<file path="config.mk">
export PLATFORM = sky130hd
export DESIGN_NAME = i8bsdp_scale
export DESIGN_NICKNAME = d
export VERILOG_FILES = /design/src/rtl/int8_block_scaled_dot_product_macros.svh /design/src/rtl/i8bsdp_pkg.sv /design/src/rtl/i8bsdp_scale.sv
export SDC_FILE = /design/constraint.sdc
export NUM_CORES = 2
export LEC_CHECK = 0
export ABC_AREA = 1
export BUFFER_PORTS_ARGS = -buffer_cell sky130_fd_sc_hd__buf_4
export CAP_MARGIN = 20
export CORE_UTILIZATION = 35
export CTS_CLUSTER_DIAMETER = 30
export CTS_CLUSTER_SIZE = 20
export DETAILED_ROUTE_END_ITERATION = 7
export PLACE_DENSITY_LB_ADDON = 0.15
export SLEW_MARGIN = 20
export SYNTH_ARGS = -nofsm -noshare
export SYNTH_HDL_FRONTEND = slang
export SYNTH_SLANG_ARGS = --single-unit
</file>
<file path="constraint.sdc">
create_clock -name clk -period 10.5 [get_ports clk]
set_input_delay 1.05 -clock clk [delete_from_list [all_inputs] [get_ports clk]]
set_output_delay 1.05 -clock clk [all_outputs]
set_load 0.05 [all_outputs]
</file>
<file path="src/rtl/int8_block_scaled_dot_product_macros.svh">
// Assertion macros used by the block-scaled int8 dot-product accumulator.
// No dependencies; define NO_ASSERTIONS to compile them out.
`ifndef INT8_BLOCK_SCALED_DOT_PRODUCT_MACROS_SVH
`define INT8_BLOCK_SCALED_DOT_PRODUCT_MACROS_SVH

`ifndef NO_ASSERTIONS
// same-cycle implication
`define I8BSDP_ASSERT_IMP(lbl, ck, rn, ante, cons) \
    lbl: assert property (@(posedge ck) disable iff (!rn) (ante) |-> (cons)) \
        else $error("i8bsdp assertion failed");
// next-cycle implication
`define I8BSDP_ASSERT_NXT(lbl, ck, rn, ante, cons) \
    lbl: assert property (@(posedge ck) disable iff (!rn) (ante) |=> (cons)) \
        else $error("i8bsdp assertion failed");
`else
`define I8BSDP_ASSERT_IMP(lbl, ck, rn, ante, cons)
`define I8BSDP_ASSERT_NXT(lbl, ck, rn, ante, cons)
`endif

`endif

</file>
<file path="src/rtl/i8bsdp_pkg.sv">
// Types, constants and fp32 helper functions for the int8 block dot product.
// No dependencies.
`default_nettype none

package i8bsdp_pkg;

    localparam int LANES      = 4;
    localparam int LANE_BYTES = 8;
    localparam int PART_W     = 19;   // sum of 8 int8 products
    localparam int ISUM_W     = 21;   // sum of 32 int8 products
    localparam int MAG_W      = 20;

    localparam logic [31:0] F32_QNAN    = 32'h7FC0_0000;
    localparam logic [7:0]  F32_EXP_MAX = 8'hFF;

    typedef enum logic [1:0] {
        CLS_ZERO,
        CLS_NORM,
        CLS_INF,
        CLS_NAN
    } fclass_t;

    // half value as sig * 2^(exp-10), sig[10] set when normal
    typedef struct packed {
        fclass_t            cls;
        logic               sign;
        logic signed [5:0]  exp;
        logic [10:0]        sig;
    } half_t;

    typedef struct packed {
        logic vld;
        logic last;
    } beat_ctl_t;

    function automatic half_t half_unpack(input logic [15:0] h);
        half_t      r;
        logic [4:0] e;
        logic [9:0] m;
        logic [3:0] k;
        e = h[14:10];
        m = h[9:0];
        k = 4'd0;
        r.sign = h[15];
        r.exp  = 6'sd0;
        r.sig  = {1'b1, m};
        r.cls  = CLS_NORM;
        if (e == 5'd0) begin
            if (m == 10'd0) begin
                r.cls = CLS_ZERO;
                r.sig = 11'd0;
            end else begin
                for (int i = 0; i < 10; i++) begin
                    if (m[i]) k = 4'(10 - i);
                end
                r.sig = 11'({1'b0, m} << k);
                r.exp = -6'sd14 - $signed({2'b00, k});
            end
        end else if (e == 5'h1F) begin
            r.cls = (m != 10'd0) ? CLS_NAN : CLS_INF;
        end else begin
            r.exp = $signed({1'b0, e}) - 6'sd15;
        end
        return r;
    endfunction

    function automatic logic [5:0] lead_zeros48(input logic [47:0] v);
        logic [5:0] n;
        n = 6'd48;
        for (int i = 0; i < 48; i++) begin
            if (v[i]) n = 6'(47 - i);
        end
        return n;
    endfunction

    // m[47] set, value m * 2^(e-47); round to nearest even into fp32 bits
    function automatic logic [31:0] round_pack(input logic sign,
                                               input logic signed [9:0] e,
                                               input logic [47:0] m);
        logic signed [10:0] eb;
        logic [10:0]        sh;
        logic [47:0]        den;
        logic               stk;
        logic               ovf;
        logic               g;
        logic               st;
        logic               inc;
        logic [31:0]        r;
        eb  = {e[9], e} + 11'sd127;
        ovf = 1'b0;
        stk = 1'b0;
        den = m;
        if (eb >= 11'sd1) begin
            ovf = (eb >= 11'sd255);
            r   = {1'b0, eb[7:0], m[46:24]};
        end else begin
            sh = 11'(11'sd1 - eb);
            if (sh >= 11'd48) begin
                den = 48'd0;
                stk = |m;
            end else begin
                den = m >> sh[5:0];
                stk = |(m & ((48'd1 << sh[5:0]) - 48'd1));
            end
            r = {9'd0, den[46:24]};
        end
        g   = den[23];
        st  = (|den[22:0]) | stk;
        inc = g & (st | r[0]);
        r   = r + 32'(inc);
        if (ovf || r[30:23] == F32_EXP_MAX) begin
            r = {sign, F32_EXP_MAX, 23'd0};
        end else begin
            r = {sign, r[30:0]};
        end
        return r;
    endfunction

endpackage

`default_nettype wire

</file>
<file path="src/rtl/i8bsdp_scale.sv">
// Merge of the lane sums and scaling: half widening, scale product,
// product with the integer sum, normalize and round to fp32. Uses i8bsdp_pkg.
`default_nettype none

module i8bsdp_scale
    import i8bsdp_pkg::*;
(
    input  wire logic                     clk,
    input  wire logic                     rst_n,
    input  wire logic                     start,
    input  wire logic                     last,
    input  wire logic [15:0]              x_scale,
    input  wire logic [15:0]              y_scale,
    input  wire logic signed [PART_W-1:0] parts [LANES],
    output beat_ctl_t                     p_ctl,
    output logic [31:0]                   p_bits,
    output logic                          busy
);

    logic [4:0] vld_reg;
    logic [4:0] last_reg;

    // stage 1: widened scales
    half_t xh_reg;
    half_t yh_reg;
    // stage 2: integer sum and scale product
    logic signed [ISUM_W-1:0] isum_reg;
    logic [21:0]              dsig_reg;
    logic signed [6:0]        dexp_reg;
    logic                     dsign_reg;
    fclass_t                  dcls_reg;
    // stage 3: full product
    logic [41:0]              prod_reg;
    logic signed [6:0]        pexp_reg;
    logic                     psign_reg;
    fclass_t                  pcls_reg;
    // stage 4: leading zero count
    logic [41:0]              nprod_reg;
    logic [5:0]               lz_reg;
    logic signed [6:0]        nexp_reg;
    logic                     nsign_reg;
    fclass_t                  ncls_reg;
    // stage 5
    logic [31:0]              p_bits_reg;

    logic signed [ISUM_W-1:0] isum_next;
    fclass_t                  dcls_next;
    fclass_t                  pcls_next;
    logic [MAG_W-1:0]         mag;
    logic signed [9:0]        rexp;
    logic [47:0]              rmant;
    logic [31:0]              p_bits_next;

    always_comb
    begin
        isum_next = '0;
        for (int i = 0; i < LANES; i++) begin
            isum_next = isum_next + ISUM_W'(parts[i]);
        end
    end

    always_comb
    begin
        if (xh_reg.cls == CLS_NAN || yh_reg.cls == CLS_NAN
            || (xh_reg.cls == CLS_INF && yh_reg.cls == CLS_ZERO)
            || (xh_reg.cls == CLS_ZERO && yh_reg.cls == CLS_INF)) begin
            dcls_next = CLS_NAN;
        end else if (xh_reg.cls == CLS_INF || yh_reg.cls == CLS_INF) begin
            dcls_next = CLS_INF;
        end else if (xh_reg.cls == CLS_ZERO || yh_reg.cls == CLS_ZERO) begin
            dcls_next = CLS_ZERO;
        end else begin
            dcls_next = CLS_NORM;
        end
    end

    always_comb
    begin
        mag = isum_reg[ISUM_W-1] ? MAG_W'(-isum_reg) : MAG_W'(isum_reg);
        if (dcls_reg == CLS_NAN) begin
            pcls_next = CLS_NAN;
        end else if (dcls_reg == CLS_INF) begin
            pcls_next = (isum_reg == '0) ? CLS_NAN : CLS_INF;
        end else if (dcls_reg == CLS_ZERO || isum_reg == '0) begin
            pcls_next = CLS_ZERO;
        end else begin
            pcls_next = CLS_NORM;
        end
    end

    // value = prod * 2^(exp-20); msb of prod sits at bit 41-lz
    always_comb
    begin
        rexp  = {{3{nexp_reg[6]}}, nexp_reg} + 10'sd21 - $signed({4'd0, lz_reg});
        rmant = {nprod_reg, 6'd0} << lz_reg;
        case (ncls_reg)
            CLS_NAN:  p_bits_next = F32_QNAN;
            CLS_INF:  p_bits_next = {nsign_reg, F32_EXP_MAX, 23'd0};
            CLS_ZERO: p_bits_next = {nsign_reg, 31'd0};
            default:  p_bits_next = round_pack(nsign_reg, rexp, rmant);
        endcase
    end

    always_ff @(posedge clk or negedge rst_n)
    begin
        if (!rst_n) begin
            vld_reg  <= '0;
            last_reg <= '0;
        end else begin
            vld_reg  <= {vld_reg[3:0], start};
            last_reg <= {last_reg[3:0], last};
        end
    end

    always_ff @(posedge clk)
    begin
        if (start) begin
            xh_reg <= half_unpack(x_scale);
            yh_reg <= half_unpack(y_scale);
        end
        if (vld_reg[0]) begin
            isum_reg  <= isum_next;
            dsig_reg  <= 22'(xh_reg.sig) * 22'(yh_reg.sig);
            dexp_reg  <= 7'(xh_reg.exp) + 7'(yh_reg.exp);
            dsign_reg <= xh_reg.sign ^ yh_reg.sign;
            dcls_reg  <= dcls_next;
        end
        if (vld_reg[1]) begin
            prod_reg  <= 42'(dsig_reg) * 42'(mag);
            pexp_reg  <= dexp_reg;
            psign_reg <= dsign_reg ^ isum_reg[ISUM_W-1];
            pcls_reg  <= pcls_next;
        end
        if (vld_reg[2]) begin
            nprod_reg <= prod_reg;
            lz_reg    <= lead_zeros48({prod_reg, 6'd0});
            nexp_reg  <= pexp_reg;
            nsign_reg <= psign_reg;
            ncls_reg  <= pcls_reg;
        end
        if (vld_reg[3]) begin
            p_bits_reg <= p_bits_next;
        end
    end

    assign p_ctl.vld  = vld_reg[4];
    assign p_ctl.last = last_reg[4];
    assign p_bits     = p_bits_reg;
    assign busy       = |vld_reg;

endmodule

`default_nettype wire

</file>
# ---- After elaboration in Yosys (flattened, before gate mapping)
# Cells that the tools add are included.
dict set report totals {
  reg_bits 245
  latch_bits 0
  mem_bits_rw 0
  romBits 0
  inputBits 112
  output_inout_bits 35
  elab_cells 209
  mem_count 0
}
dict set report classes {
  n_addsub 15
  multipliers 2
  div_mod_pow 0
  order_cmp 3
  n_eq_ne 11
  shift 5
  n_mux 103
  n_bitwise 6
  n_reduce_logical 31
}
# operator n
set ops {}
lappend ops {{4-bit 2-to-1 mux} 34}
lappend ops {{32-bit one-hot mux with 3 select lines} 1}
lappend ops {{48-bit OR reduction} 2}
lappend ops {{31-bit 2-to-1 mux} 3}
lappend ops {{6-bit 2-to-1 mux} 15}
lappend ops {{5-bit 2-to-1 mux} 17}
lappend ops {{48-bit bitwise AND} 1}
lappend ops {{24-bit 2-to-1 mux} 2}
lappend ops {{1-bit by 6-bit left shift with 48-bit output, first input constant} 1}
lappend ops {{48-bit by 6-bit left shift with 48-bit output} 1}
lappend ops {{48-bit by 6-bit right shift with 47-bit output} 1}
lappend ops {{48-bit by 1-bit subtractor with 48-bit output, second input constant} 1}
lappend ops {{47-bit 2-to-1 mux} 1}
lappend ops {{22-bit by 20-bit multiplier with 42-bit output} 1}
lappend ops {{32-bit OR reduction} 1}
lappend ops {{31-bit by 1-bit adder with 31-bit output} 1}
lappend ops {{23-bit OR reduction} 1}
lappend ops {{11-bit by 11-bit multiplier with 22-bit output} 1}
lappend ops {{11-bit 2-to-1 mux} 2}
lappend ops {{10-bit by 4-bit left shift with 11-bit output} 2}
lappend ops {{20-bit by 19-bit adder with 21-bit output} 1}
lappend ops {{21-bit by 19-bit adder with 21-bit output} 1}
lappend ops {{21-bit zero test} 1}
lappend ops {{19-bit by 19-bit adder with 20-bit output} 1}
lappend ops {{other kinds (34)} 83}

# ---- Longest topological paths before layout
dict set report depth {
  depth_word 41
  mapped_depth 45
  ltp_nobuf 44
}

# ---- Worst setup path after synthesis
# Ideal clock, no wire load.
dict set report synth_timing {
  path_type {register to register}
  start {reg isum_reg[0]}
  end {reg prod_reg[41] (data pin)}
  setup_ps 260
  arrival_ps 8084
  t_required_ps 10240
  slack_ps 2156
  stages_incl_launch_ff 40
  path_buffers 1
  period_less_slack_ps 8344
  cell_sequence {edfxtp_1 -> nor3_1 -> inv_1 -> nor3_1 -> inv_1 -> nor3_1 -> nand2_1 -> o41ai_1 -> o21ai_0 -> or2_2 -> nand2_1 -> clkbuf_1 -> nand2_1 -> fa_1 -> fa_1 -> inv_1 -> fa_1 -> inv_1 -> [4 not listed] -> inv_1 -> fa_1 -> inv_1 -> ha_1 -> a21oi_1 -> o21ai_0 -> a21oi_1 -> o21ai_0 -> a21oi_1 -> inv_1 -> a21oi_1 -> o21ai_0 -> a21oi_1 -> o21ai_0 -> a21oi_1 -> nor2_1 -> nor2_1 -> xor2_1}
}
dict set report synth_between {
  elab_chain_cells 3
}
# element line_no
set synth_lines {}
lappend synth_lines {{from (decl)} i8bsdp_scale.sv:27} ;# logic signed [ISUM_W-1:0] isum_reg;
lappend synth_lines {{from (signal assigned)} i8bsdp_scale.sv:122} ;# isum_reg <= isum_next;
lappend synth_lines {{20-bit negation} i8bsdp_scale.sv:79} ;# mag = isum_reg[ISUM_W-1] ? MAG_W'(-isum_reg) : MAG_W'(isum_reg);
lappend synth_lines {{20-bit 2-to-1 mux *} i8bsdp_scale.sv:79}
lappend synth_lines {{22-bit by 20-bit multiplier with 42-bit output *} i8bsdp_scale.sv:129} ;# prod_reg <= 42'(dsig_reg) * 42'(mag);
lappend synth_lines {{to (signal assigned)} i8bsdp_scale.sv:129}
lappend synth_lines {{to (decl)} i8bsdp_scale.sv:33} ;# logic [41:0] prod_reg;
# Every way passes the cells marked *; elsewhere a longest branch is shown, timed or not.
# A chain may end at the register's enable or synchronous reset.

# ---- Worst setup path in the final report
# Same ends and word-level chain as after synthesis.

==> flow_summary.ini <==
[die]
die_y_um = 325.5
boundaryPins = 147
die_w_um = 325.5
rows = 118
die_area_um2 = 106000
core_um2 = 103600
start_util = 0.3535

[timing]
worstMarginPinSlew_ns = 0.9736
max_slew_margin = 0.3466
max_freq_ghz = 0.1037
min_period_ns = 9.641
clock_skew_ns = 0.01622
slew_violations = 0
period_share = 0.9182
rsz0062_at_grt = no
hold_viol_final = 0
setup_violations = 0
final.setup.tns_ns = 0

[final_layout]
area_growth_pct = 11.55
layout_commonest_cell = nand2_1
drive_gt1_frac = 0.09389
finalNetCount = 5550
antennaDiodeCount = 0
mostFrequentLayoutCells = nand2_1 (1186), inv_1 (813), fa_1 (477)

[cts]
hold_buffers = 0
root_buffer = clkbuf_16
cts_buffer_depth = 3
htreeDepth = 2
clk_pin_slew_ns = 0.05
cts_tree = done
numCtsBuffers = 57
clock-sinks = 245
clk_latency_ns = 0.61

[routing]
firstDrtPassIters = 6
vias_per_cell = 4.985
route.detailed.drc = 0
vias = 30560
totalWireLength_um = 113900
first_iter_violations = 2172
postRouteAntennaNets = 0
avgRoutedWirePerCell_um = 18.58

[hold_path]
worstHoldPathType = primary input to async pin

[yosys]
syn-num-nets = 5490
synth.distinct_cells = 66
synth_async_sr_flop_share = 0.04082
syn_area_per_cell_um2 = 7.894
syn_inst = 4641
ys.flop_type = edfxtp_1
synth_seq_area_share = 0.1995
ys_seq_elements = 245
yosys_warnings = 0
synth-edff-count = 235
syn_area_um2 = 36630

[setup_path]
startpoint_type = flip-flop
worstSetupPathType = flip-flop to flip-flop
critical_path_arrival_ns = 9.98
r2r-start = isum_reg[0]
worstPathMaxFanout = 13
slowest_delay_ns = 0.51
crit_top_cell = fa_1
worst_setup_path_end_kind = flip-flop
r2r-end = prod_reg[41]
worstPathRequired_ns = 10.84
rrSetupSlack_ns = 0.86
ff2ff_path_depth = 36
cp_slowest_cell = fa_1

[placed_design]
dp_hpwl_um = 91590
place.gp.congestion = 0.9418
numPortBuffers = 146

[global_route]
grt_max_degree = 60
gr-total-overflow = 0
grt_antenna_before_repair = 0
grt_pass1_vias = 31660
grt_pass1_wl_um = 179900
met1_usage = 0.2824
grtUsageMet3 = 0.03598
grt-busiest-layer = met2
grt_use_total = 0.2184
met2_usage = 0.3683

[run_status]
status = completed

[flow_run]
max_cap_viol_count = 0
metrics by stage:
stage	worst slack [ns]	cell area [um^2]	std cells	hold slack, ns	util
after floorplan	2.156	36630	4641	0.3312	-
after detailed placement	0.6773	38890	6021	0.3364	0.3752
after global placement	0.8706	38890	6021	0.3330	0.3752
after CTS	0.6339	40840	6129	0.2331	0.3941
final	0.8586	40870	6130	0.2678	0.3943
after global routing	0.02978	40870	6130	0.2462	0.3943
how the worst max path moves through the flow:
stage	depth (start not counted)	startpoint	slack [ns]	endpoint
finish	36	isum_reg[0]	0.86	prod_reg[41]
CTS	36	isum_reg[0]	0.63	prod_reg[41]
global route	36	isum_reg[0]	0.03	prod_reg[41]
global placement	36	isum_reg[0]	0.87	prod_reg[41]
floorplan	39	isum_reg[0]	2.16	prod_reg[41]
detailed placement	36	isum_reg[0]	0.68	prod_reg[41]
per-layer routing:
layer / vias up / wire (um)
met5: - / 0
li1: 14620 / -
met3: 211 / 6859
met4: 0 / 4038
met1: 14750 / 49360
met2: 979 / 53630
timing repair:
action	4_1_cts	5_1_grt
buffers inserted	0	0
endpoints found under the setup margin	0	1
resized for setup	0	1
cell type report:
class | instances | area (um^2)
fill | 10830 | 62780
tap | 1380 | 1727
inverter | 851 | 3201
multi-input combinational | 3346 | 25170
sequential | 245 | 7311
timing repair buffer | 200 | 1509
clock buffer | 61 | 1463
clock inverter | 47 | 488.0
cell usage after synthesis (14+ instances only):
cell type	instances	area [um^2]
edfxtp_1	235	7057
clkbuf_1	133	499.2
nand2_2	18	112.6
nand3_1	253	1266
xor2_1	79	691.9
o21ai_0	196	980.9
inv_1	813	3052
nor3_2	22	220.2
ha_1	260	3253
nor2_1	358	1344
or2_2	14	87.58
nand4_1	38	237.7
nor2_2	16	100.1
o211ai_1	18	135.1
fa_1	477	9549
nand2_1	1186	4452
buf_4	16	120.1
xnor2_1	35	306.5
buf_1	14	52.55
o21ai_2	26	227.7
o21ai_1	71	355.3
a21oi_1	109	545.5
nor3_1	35	175.2
mux2i_1	18	180.2
buf_2	17	85.08
inv_2	26	97.59
worst max-delay path: cells and delay by family (launching register included):
family	cells	cell delay (ns)
AO/OA/AOI/OAI	12	2.44
XOR/XNOR	1	0.08
adder cells (fa/ha/maj)	8	3.64
buffers and inverters	6	0.78
flip-flops	1	0.39
AND/OR/NAND/NOR	9	2.03
kinds of logic after synthesis:
family / Yosys count / share of synthesized area
buffers and inverters: 1050 / 0.1140
XOR/XNOR: 115 / 0.02770
multiplexers: 19 / 0.005225
AND/OR/NAND/NOR: 1980 / 0.2270
AO/OA/AOI/OAI: 495 / 0.07719
adder cells (fa/ha/maj): 737 / 0.3495
flip-flops: 245 / 0.1995
Power is left out: the tool's default activity adds up to more than one toggle a clock period on the data nets, which glitch-free logic cannot reach.
