**config.mk**
```make
export PLATFORM = sky130hd
export DESIGN_NAME = i8bsdp_acc
export DESIGN_NICKNAME = d
export VERILOG_FILES = /design/src/rtl/i8bsdp_pkg.sv /design/src/rtl/i8bsdp_acc.sv
export VERILOG_INCLUDE_DIRS = /design/src /design/src/rtl
export SDC_FILE = /design/constraint.sdc
export NUM_CORES = 1
export LEC_CHECK = 0
export BUFFER_PORTS_ARGS = -buffer_cell sky130_fd_sc_hd__buf_2
export CAP_MARGIN = 10
export CORE_ASPECT_RATIO = 1.5
export CORE_MARGIN = 2
export CORE_UTILIZATION = 55
export DETAILED_ROUTE_END_ITERATION = 7
export PLACE_DENSITY = 0.75
export SETUP_SLACK_MARGIN = 0.3
export SYNTH_ARGS = -nofsm -noshare
export SYNTH_HDL_FRONTEND = slang
export SYNTH_SLANG_ARGS = --single-unit
```
**constraint.sdc**
```tcl
create_clock -name clk -period 19.4 [get_ports clk]
set_input_delay 1.94 -clock clk [delete_from_list [all_inputs] [get_ports clk]]
set_output_delay 1.94 -clock clk [all_outputs]
set_load 0.005 [all_outputs]
```
**src/rtl/int8_block_scaled_dot_product_macros.svh**
```systemverilog
// Assertion macros used by the block-scaled int8 dot-product accumulator.
// No dependencies; define NO_ASSERTIONS to compile them out.
`ifndef INT8_BLOCK_SCALED_DOT_PRODUCT_MACROS_SVH
`define INT8_BLOCK_SCALED_DOT_PRODUCT_MACROS_SVH

`ifndef NO_ASSERTIONS
// same-cycle implication
`define I8BSDP_ASSERT_IMP(lbl, ck, rn, ante, cons) \
    lbl: assert property (@(posedge ck) disable iff (!rn) (ante) |-> (cons)) \
        else $error("i8bsdp assertion failed");
// next-cycle implication
`define I8BSDP_ASSERT_NXT(lbl, ck, rn, ante, cons) \
    lbl: assert property (@(posedge ck) disable iff (!rn) (ante) |=> (cons)) \
        else $error("i8bsdp assertion failed");
`else
`define I8BSDP_ASSERT_IMP(lbl, ck, rn, ante, cons)
`define I8BSDP_ASSERT_NXT(lbl, ck, rn, ante, cons)
`endif

`endif

```
**src/rtl/i8bsdp_pkg.sv**
```systemverilog
// Types, constants and fp32 helper functions for the int8 block dot product.
// No dependencies.
`default_nettype none

package i8bsdp_pkg;

    localparam int LANES      = 4;
    localparam int LANE_BYTES = 8;
    localparam int PART_W     = 19;   // sum of 8 int8 products
    localparam int ISUM_W     = 21;   // sum of 32 int8 products
    localparam int MAG_W      = 20;

    localparam logic [31:0] F32_QNAN    = 32'h7FC0_0000;
    localparam logic [7:0]  F32_EXP_MAX = 8'hFF;

    typedef enum logic [1:0] {
        CLS_ZERO,
        CLS_NORM,
        CLS_INF,
        CLS_NAN
    } fclass_t;

    // half value as sig * 2^(exp-10), sig[10] set when normal
    typedef struct packed {
        fclass_t            cls;
        logic               sign;
        logic signed [5:0]  exp;
        logic [10:0]        sig;
    } half_t;

    typedef struct packed {
        logic vld;
        logic last;
    } beat_ctl_t;

    function automatic half_t half_unpack(input logic [15:0] h);
        half_t      r;
        logic [4:0] e;
        logic [9:0] m;
        logic [3:0] k;
        e = h[14:10];
        m = h[9:0];
        k = 4'd0;
        r.sign = h[15];
        r.exp  = 6'sd0;
        r.sig  = {1'b1, m};
        r.cls  = CLS_NORM;
        if (e == 5'd0) begin
            if (m == 10'd0) begin
                r.cls = CLS_ZERO;
                r.sig = 11'd0;
            end else begin
                for (int i = 0; i < 10; i++) begin
                    if (m[i]) k = 4'(10 - i);
                end
                r.sig = 11'({1'b0, m} << k);
                r.exp = -6'sd14 - $signed({2'b00, k});
            end
        end else if (e == 5'h1F) begin
            r.cls = (m != 10'd0) ? CLS_NAN : CLS_INF;
        end else begin
            r.exp = $signed({1'b0, e}) - 6'sd15;
        end
        return r;
    endfunction

    function automatic logic [5:0] lead_zeros48(input logic [47:0] v);
        logic [5:0] n;
        n = 6'd48;
        for (int i = 0; i < 48; i++) begin
            if (v[i]) n = 6'(47 - i);
        end
        return n;
    endfunction

    // m[47] set, value m * 2^(e-47); round to nearest even into fp32 bits
    function automatic logic [31:0] round_pack(input logic sign,
                                               input logic signed [9:0] e,
                                               input logic [47:0] m);
        logic signed [10:0] eb;
        logic [10:0]        sh;
        logic [47:0]        den;
        logic               stk;
        logic               ovf;
        logic               g;
        logic               st;
        logic               inc;
        logic [31:0]        r;
        eb  = {e[9], e} + 11'sd127;
        ovf = 1'b0;
        stk = 1'b0;
        den = m;
        if (eb >= 11'sd1) begin
            ovf = (eb >= 11'sd255);
            r   = {1'b0, eb[7:0], m[46:24]};
        end else begin
            sh = 11'(11'sd1 - eb);
            if (sh >= 11'd48) begin
                den = 48'd0;
                stk = |m;
            end else begin
                den = m >> sh[5:0];
                stk = |(m & ((48'd1 << sh[5:0]) - 48'd1));
            end
            r = {9'd0, den[46:24]};
        end
        g   = den[23];
        st  = (|den[22:0]) | stk;
        inc = g & (st | r[0]);
        r   = r + 32'(inc);
        if (ovf || r[30:23] == F32_EXP_MAX) begin
            r = {sign, F32_EXP_MAX, 23'd0};
        end else begin
            r = {sign, r[30:0]};
        end
        return r;
    endfunction

endpackage

`default_nettype wire

```
**src/rtl/i8bsdp_acc.sv**
```systemverilog
// fp32 accumulator: align, add, normalize, round; emits the sum on the
// last block and clears. Uses i8bsdp_pkg and the assertion macro header.
`default_nettype none

`include "int8_block_scaled_dot_product_macros.svh"

module i8bsdp_acc
    import i8bsdp_pkg::*;
(
    input  wire logic        clk,
    input  wire logic        rst_n,
    input  wire beat_ctl_t   p_ctl,
    input  wire logic [31:0] p_bits,
    output logic             busy,
    output logic             tvalid,
    input  wire logic        tready,
    output logic [31:0]      tdata
);

    logic [3:0]  vld_reg;
    logic [3:0]  vld_next;
    logic [3:0]  last_reg;
    logic [31:0] acc_reg;
    logic        out_vld_reg;
    logic [31:0] out_data_reg;

    // align stage
    logic        sgn_reg;
    logic        sub_reg;
    logic [7:0]  eff_reg;
    logic [26:0] big_reg;
    logic [26:0] small_reg;
    logic        snan_reg;
    logic        sinf_reg;
    logic        isgn_reg;
    // add stage
    logic [27:0] sum_reg;
    // count stage
    logic [27:0] nsum_reg;
    logic [5:0]  lz_reg;

    // align logic
    logic        nan_a, nan_b, inf_a, inf_b, a_big;
    logic [31:0] big_op, small_op;
    logic [7:0]  eff_big, eff_small, diff;
    logic [26:0] big_ext, small_ext, small_al;

    logic signed [9:0] rexp;
    logic [31:0]       res;
    logic              done;

    always_comb
    begin
        nan_a = (acc_reg[30:23] == F32_EXP_MAX) && (acc_reg[22:0] != '0);
        nan_b = (p_bits[30:23] == F32_EXP_MAX) && (p_bits[22:0] != '0);
        inf_a = (acc_reg[30:23] == F32_EXP_MAX) && (acc_reg[22:0] == '0);
        inf_b = (p_bits[30:23] == F32_EXP_MAX) && (p_bits[22:0] == '0);
        a_big = acc_reg[30:0] >= p_bits[30:0];
        big_op   = a_big ? acc_reg : p_bits;
        small_op = a_big ? p_bits : acc_reg;
        eff_big   = (big_op[30:23] == '0) ? 8'd1 : big_op[30:23];
        eff_small = (small_op[30:23] == '0) ? 8'd1 : small_op[30:23];
        diff      = eff_big - eff_small;
        big_ext   = {big_op[30:23] != '0, big_op[22:0], 3'd0};
        small_ext = {small_op[30:23] != '0, small_op[22:0], 3'd0};
        if (diff >= 8'd27) begin
            small_al = {26'd0, |small_ext};
        end else begin
            small_al = (small_ext >> diff[4:0])
                     | 27'(|(small_ext & ((27'd1 << diff[4:0]) - 27'd1)));
        end
    end

    // hidden bit of the aligned word sits at bit 26
    always_comb
    begin
        rexp = $signed({2'd0, eff_reg}) - 10'sd126 - $signed({4'd0, lz_reg});
        if (snan_reg) begin
            res = F32_QNAN;
        end else if (sinf_reg) begin
            res = {isgn_reg, F32_EXP_MAX, 23'd0};
        end else if (nsum_reg == '0) begin
            res = {sub_reg ? 1'b0 : sgn_reg, 31'd0};
        end else begin
            res = round_pack(sgn_reg, rexp, {nsum_reg, 20'd0} << lz_reg);
        end
    end

    // a last beat waits here while the previous result is still unread
    assign done = vld_reg[3] && !(last_reg[3] && out_vld_reg && !tready);

    always_comb
    begin
        vld_next[0] = p_ctl.vld;
        vld_next[1] = vld_reg[0];
        vld_next[2] = vld_reg[1];
        vld_next[3] = vld_reg[2] || (vld_reg[3] && !done);
    end

    always_ff @(posedge clk or negedge rst_n)
    begin
        if (!rst_n) begin
            vld_reg     <= '0;
            last_reg    <= '0;
            acc_reg     <= '0;
            out_vld_reg <= 1'b0;
        end else begin
            vld_reg <= vld_next;
            last_reg[2:0] <= {last_reg[1:0], p_ctl.last};
            if (!vld_reg[3] || done) last_reg[3] <= last_reg[2];
            if (done) begin
                acc_reg <= last_reg[3] ? 32'd0 : res;
            end
            if (done && last_reg[3]) begin
                out_vld_reg <= 1'b1;
            end else if (tready) begin
                out_vld_reg <= 1'b0;
            end
        end
    end

    always_ff @(posedge clk)
    begin
        if (p_ctl.vld) begin
            sgn_reg   <= big_op[31];
            sub_reg   <= acc_reg[31] ^ p_bits[31];
            eff_reg   <= eff_big;
            big_reg   <= big_ext;
            small_reg <= small_al;
            snan_reg  <= nan_a || nan_b || (inf_a && inf_b && (acc_reg[31] != p_bits[31]));
            sinf_reg  <= inf_a || inf_b;
            isgn_reg  <= inf_a ? acc_reg[31] : p_bits[31];
        end
        if (vld_reg[0]) begin
            sum_reg <= sub_reg ? ({1'b0, big_reg} - {1'b0, small_reg})
                               : ({1'b0, big_reg} + {1'b0, small_reg});
        end
        if (vld_reg[1]) begin
            nsum_reg <= sum_reg;
            lz_reg   <= lead_zeros48({sum_reg, 20'd0});
        end
        if (done && last_reg[3]) begin
            out_data_reg <= res;
        end
    end

    assign busy   = |vld_reg;
    assign tvalid = out_vld_reg;
    assign tdata  = out_data_reg;

    `I8BSDP_ASSERT_IMP(a_one_in_flight, clk, rst_n, 1'b1, $onehot0(vld_reg))
    `I8BSDP_ASSERT_NXT(a_clear_after_last, clk, rst_n, done && last_reg[3], acc_reg == 32'd0)
    `I8BSDP_ASSERT_IMP(a_nan_canonical, clk, rst_n, out_vld_reg && out_data_reg[30:23] == F32_EXP_MAX && out_data_reg[22:0] != 23'd0, out_data_reg == F32_QNAN)

endmodule

`default_nettype wire

```
==> Word-level counts from Yosys, hierarchy flattened <==
Cells that the tools add are included.
{ "classes": {"n_addsub": 10, "n_lt_le_gt_ge": 5, "eq_ne": 4, "shifts": 5, "mux": 60, "bitwise": 7, "n_reduce_logical": 42} }
{ "ops": {"columns": ["op", "n"], "rows": [
  ["$mux W31", 6],
  ["$mux W32", 5],
  ["$mux W24", 4],
  ["$reduce_or A48 Y1", 2],
  ["$mux W5", 11],
  ["$reduce_or A27 Y1", 2],
  ["$and A48 B48 Y48", 1],
  ["$shl A1 B6 Y48 const A", 1],
  ["$shl A48 B6 Y48", 1],
  ["$shr A48 B6 Y47", 1],
  ["$sub A48 B1 Y48 const B", 1],
  ["$mux W47", 1],
  ["$logic_not A23 Y1", 2],
  ["$reduce_bool A23 Y1", 2],
  ["$mux W4", 8],
  ["$add A31 B1 Y31", 1],
  ["$ge A31 B31 Y1", 1],
  ["$add A27 B27 Y28", 1],
  ["$logic_not A28 Y1", 1],
  ["$mux W28", 1],
  ["$sub A27 B27 Y28", 1],
  ["$and A27 B27 Y27", 1],
  ["$or A27 B1 Y27", 1],
  ["$shl A1 B5 Y27 const A", 1],
  ["33 further kinds", 76]
]} }
{ "totals": {"ff_bits": 199, "out_inout_bits": 34, "elab_cells": 156} }

==> Logic depth before layout (Yosys ltp) <==
{ "logic_depth": {"ltp_word": 27, "mapped_depth": 33, "ltp_nobuf": 29} }

==> Least setup slack after synthesis <==
Ideal clock, no wire load.
{ "synth_timing": {"path_type": "input to register", "from": "input p_bits[16]", "to": "register small_reg[0] (data pin)", "arrival_time_ns": 8.057, "setup_slack_ns": 11.078, "cell_stages": 30, "n_path_buf": 4, "cell_sequence": "inv_1 > ha_1 > a21o_1 > a21o_1 > a21o_1 > a2111oi_0 > o31ai_1 > o211ai_1 > a211oi_1 > nor2_1 > clkbuf_1 > buf_1 > clkbuf_1 > buf_1 > mux2i_1 > ha_1 > nor2b_1 > o21ai_0 > nand2b_1 > a21o_1 > nand2_1 > nor3b_1 > o21ai_0 > o21ai_0 > a21oi_1 > or3_1 > nor3_1 > o2111ai_1 > nor4_1 > a31oi_1"} }
{ "synth_between": {"elab_chain_cells": 11} }
{ "synth_lines": {"columns": ["item", "line", "rtl"], "rows": [
  ["from (decl)", "i8bsdp_acc.sv:13", "input wire logic [31:0] p_bits,"],
  ["$ge A31 B31 Y1", "i8bsdp_acc.sv:58", "a_big = acc_reg[30:0] >= p_bits[30:0];"],
  ["$mux W32 or $mux W31 (tied branches)", "i8bsdp_acc.sv:59, i8bsdp_acc.sv:60", null],
  ["$logic_not A8 Y1, on equally long branches", "i8bsdp_acc.sv:61, i8bsdp_acc.sv:62", null],
  ["$mux W8, on equally long branches", "i8bsdp_acc.sv:61, i8bsdp_acc.sv:62", null],
  ["$sub A8 B8 Y8", "i8bsdp_acc.sv:63", "diff = eff_big - eff_small;"],
  ["$shl A1 B5 Y27", "i8bsdp_acc.sv:70", "| 27'(|(small_ext & ((27'd1 << diff[4:0]) - 27'd1)));"],
  ["$sub A27 B1 Y27", "i8bsdp_acc.sv:70", null],
  ["$and A27 B27 Y27", "i8bsdp_acc.sv:70", null],
  ["$reduce_or A27 Y1", "i8bsdp_acc.sv:70", null],
  ["$or A27 B1 Y27", "i8bsdp_acc.sv:70", null],
  ["$mux W1 (*)", "i8bsdp_acc.sv:66", "if (diff >= 8'd27) begin"],
  ["net small_al[0]", "i8bsdp_acc.sv:46", "logic [26:0] big_ext, small_ext, small_al;"],
  ["to (signal assigned)", "i8bsdp_acc.sv:129", "small_reg <= small_al;"],
  ["to (decl)", "i8bsdp_acc.sv:32", "logic [26:0] small_reg;"]
]} }
The timed path passes the listed nets; every way through them passes the cells marked *.
A chain may end at the register's enable or synchronous reset.

==> Worst setup path after layout <==
{ "layout_timing": {"from": "input p_bits[16]", "to": "register small_reg[0] (data pin)"} }
{ "layout_lines": {"columns": ["item", "line", "rtl"], "rows": [
  ["$ge A31 B31 Y1 (*)", "i8bsdp_acc.sv:58", null],
  ["$mux W32 (*)", "i8bsdp_acc.sv:59", "big_op = a_big ? acc_reg : p_bits;"],
  ["$logic_not A8 Y1", "i8bsdp_acc.sv:61", "eff_big = (big_op[30:23] == '0) ? 8'd1 : big_op[30:23];"],
  ["$mux W8 (*)", "i8bsdp_acc.sv:61", null],
  ["net eff_big[5]", "i8bsdp_acc.sv:45", "logic [7:0] eff_big, eff_small, diff;"],
  ["$sub A8 B8 Y8 (*)", "i8bsdp_acc.sv:63", null],
  ["$ge A8 B5 Y1 (*)", "i8bsdp_acc.sv:66", null],
  ["$mux W1 (*)", "i8bsdp_acc.sv:66", null],
  ["net small_al[0]", "i8bsdp_acc.sv:46", null]
]} }
Marks and branches as above.

==> results.py <==
metrics = {
    "status": {
        "run_status": "finished, final reports clean",
    },
    "power": {
        "power.density_nw_per_um2": 174,
        "vdd_ir_drop_max_v": 0.000141,
        "power_leakage_nw": 8.23,
    },
    "sta": {
        "hold_slack_ps": 356,
        "finalCriticalPeriod_ps": 8790,
        "post-route-period-util_pct": 45.3,
        "slew_viol_final": 0,
        "setup_violations": 0,
        "hold_viol": 0,
        "grt_setup_unrepaired": "no",
        "tightest_slew_ps": 1390,
        "finClkSkew_ps": 12.5,
        "timing.fmax_mhz": 114,
        "relSlewSlack_pct": 7.26,
        "tns_ps": 0,
    },
    "synth": {
        "synth_warnings": 0,
        "synth-simple-area-share_pct": 19.3,
        "synthesis.instances": 2175,
        "syn_area_per_cell_um2": 9.02,
        "ys_seq_elements": 199,
        "syn_nets": 2319,
        "syn-cell-area_um2": 19600,
        "synth_top_flop_cell": "edfxtp_1",
        "yosys.cell_types.count": 98,
        "synth-compound-area-share_pct": 22.4,
        "synthAdderAreaFrac_pct": 6.99,
        "ys_seq_area_share_pct": 29.4,
        "synthMuxAreaShare_pct": 13.8,
        "synth-edff-count": 158,
        "synth_top_family_by_area": "compound AO/OA/AOI/OAI gates",
        "synthArstFlopShare_pct": 20.6,
        "yosys.area_share.xor_xnor_pct": 2.90,
    },
    "grt": {
        "grt_max_degree": 87,
        "grt_pass1_wl_um": 117000,
        "overflow": 0,
        "grt_pass1_vias": 18500,
        "grtUsageTotal_pct": 42.5,
        "antenna_found_initial": 11,
    },
    "route": {
        "firstDrtPassIters": 7,
        "vias": 19600,
        "via_per_inst": 7.30,
        "wire_per_inst_um": 29.2,
        "wl_um": 78400,
        "drtIter0Drc": 2408,
        "drcViolationCount": 0,
        "ant_nets": 0,
    },
    "place": {
        "hpwl_um": 59300,
        "dp.cells": 2643,
        "port-buffer-count": 70,
        "gp_congestion": 1.10,
        "dpl_cell_area_um2": 20400,
    },
    "die": {
        "rows": 84,
        "die_area_um2": 37200,
        "io_pins": 71,
        "die_w_um": 158,
        "die_h_um": 235,
        "start_util_pct": 55.9,
        "coreArea_um2": 35100,
    },
    "worst_setup_path": {
        "cp-end-kind": "register",
        "critPathKind": "in2reg",
        "slowest_delay_ps": 590,
        "cp-startpoint": "p_bits[16]",
        "critPathLaunchType": "input pin",
        "path_common_cell": "a21o_1",
        "path_delay_family": "simple AND/OR/NAND/NOR gates",
        "critPathBufInv": 3,
        "crit_path_top_delay_cell": "or3_1",
        "crit_cells": 28,
        "r2r-start": "lz_reg[2]$_SDFFCE_PP0P_",
        "cp.arrival_ps": 8980,
        "critPathRequiredTime_ps": 19590,
        "crit_fanout": 23,
        "r2r_cells": 23,
    },
    "run": {
        "maxCapViolations": 0,
    },
    "clocking": {
        "cts_buffers": 17,
        "htreeDepth": 4,
        "cts_buffer_depth": 2,
        "cts_root_buffer": "clkbuf_16",
        "cts.sinks": 199,
        "worstSkewPairLatency_ps": 450,
        "cts_setup_buffers": 0,
        "cts_resized": 0,
        "cts_tree": "yes",
        "clk_pin_slew_ps": 80,
        "postCtsHoldBufs": 0,
    },
    "layout": {
        "area_growth_pct": 7.09,
        "post-route-util_pct": 59.8,
        "instances_no_fill": 2684,
        "final_common_cell": "nand2_1",
        "design_area_um2": 21000,
        "nNetsFinal": 2335,
        "layout_common_cells": "nand2_1, nor2_1, edfxtp_1, a21oi_1, inv_1",
        "final_layout_size_suffix_gt1_share_pct": 13.7,
    },
    "hold_path": {
        "hold_path_class": "reg2reg",
        "hp-start": "last_reg[1]$_DFF_PN0_",
        "whs_path_depth": 0,
    },
}
## cells in the mapped netlist, drive strengths merged, types with 29 or more instances
| master | n | area [um2] |
|---|---|---|
| nand2 | 187 | 702 |
| a21oi | 116 | 581 |
| nand3 | 50 | 250 |
| inv | 117 | 439 |
| mux2i | 85 | 851 |
| buf | 39 | 258 |
| mux4 | 56 | 1280 |
| nor4 | 47 | 322 |
| dfrtp | 41 | 1030 |
| and2 | 42 | 263 |
| mux2 | 51 | 574 |
| nor2 | 173 | 649 |
| o21ai | 98 | 490 |
| a31oi | 35 | 219 |
| edfxtp | 158 | 4740 |
| a211oi | 29 | 223 |
| ha | 104 | 1300 |
| xnor2 | 38 | 333 |
| nor3 | 70 | 350 |
| clkbuf | 81 | 304 |
## metal layers
metal	GRT usage, %	vias to the layer above	wire (um)
met1	45.4	9281	25400
met2	69.5	1402	37800
li1	-	8455	-
met3	10.2	453	6790
met5	0	-	13
met4	36.4	2	8450
## worst register-to-register path, stage by stage (launching register included)
cell      delay (ps)
edfxtp_1        1030
inv_2            480
ha_1             480
fa_1             520
xnor2_1          620
and2_1           300
o21ai_0          180
xor2_1           220
buf_4            220
nor2_1           600
nand3_1          430
o32ai_1          280
nor2_1           150
nor2_1           130
ha_1             210
nand2_1           60
or3_1            300
o311a_1          220
nand4b_1         300
nor4_1           400
mux2i_1          430
o211ai_2         190
o21a_4           360
and2_1           270
## cell type report
type | instances | area [um2]
fill | 3086 | 14100
clock buffer | 19 | 433
tap | 473 | 592
multi-input combinational | 1737 | 12900
sequential | 199 | 5770
clock inverter | 13 | 110
inverter | 119 | 447
timing repair buffer | 117 | 701
antenna | 7 | 17.5
## logic make-up after synthesis
kind of cell,count (synthesis)
buf+inv,239
simple gates,751
fa+ha+maj,108
xor+xnor,65
compound gates,621
flops,199
mux,192
## final timing paths
check / slack [ps] / to
hold reg to reg: 360 / last_reg[2]$_DFF_PN0_
setup reg to reg: 10750 / tdata[4]$_DFFE_PP_
hold / removal: 360 / last_reg[2]$_DFF_PN0_
min in group asynchronous: 1610 / last_reg[1]$_DFF_PN0_
max in group asynchronous: 17210 / acc_reg[11]$_DFFE_PN0P_
setup / recovery: 10610 / small_reg[0]$_DFFE_PP_
## report_power, final
group          total, mW  leakage (nW)  switching [mW]  internal, mW
Clock              0.337         0.263           0.169         0.168
Sequential         0.649          2.09          0.0866         0.562
Combinational       2.66          5.88            1.80         0.864
Total               3.64          8.23            2.05          1.59
## metrics by stage
step,setup WS [ps],power [mW]
detailed placement,10290,3.15
CTS,10700,3.49
global route,10240,3.81
finish,10610,3.64
global placement,10340,3.14
floorplan,11080,2.32
Power figures use the tool's default switching activity.
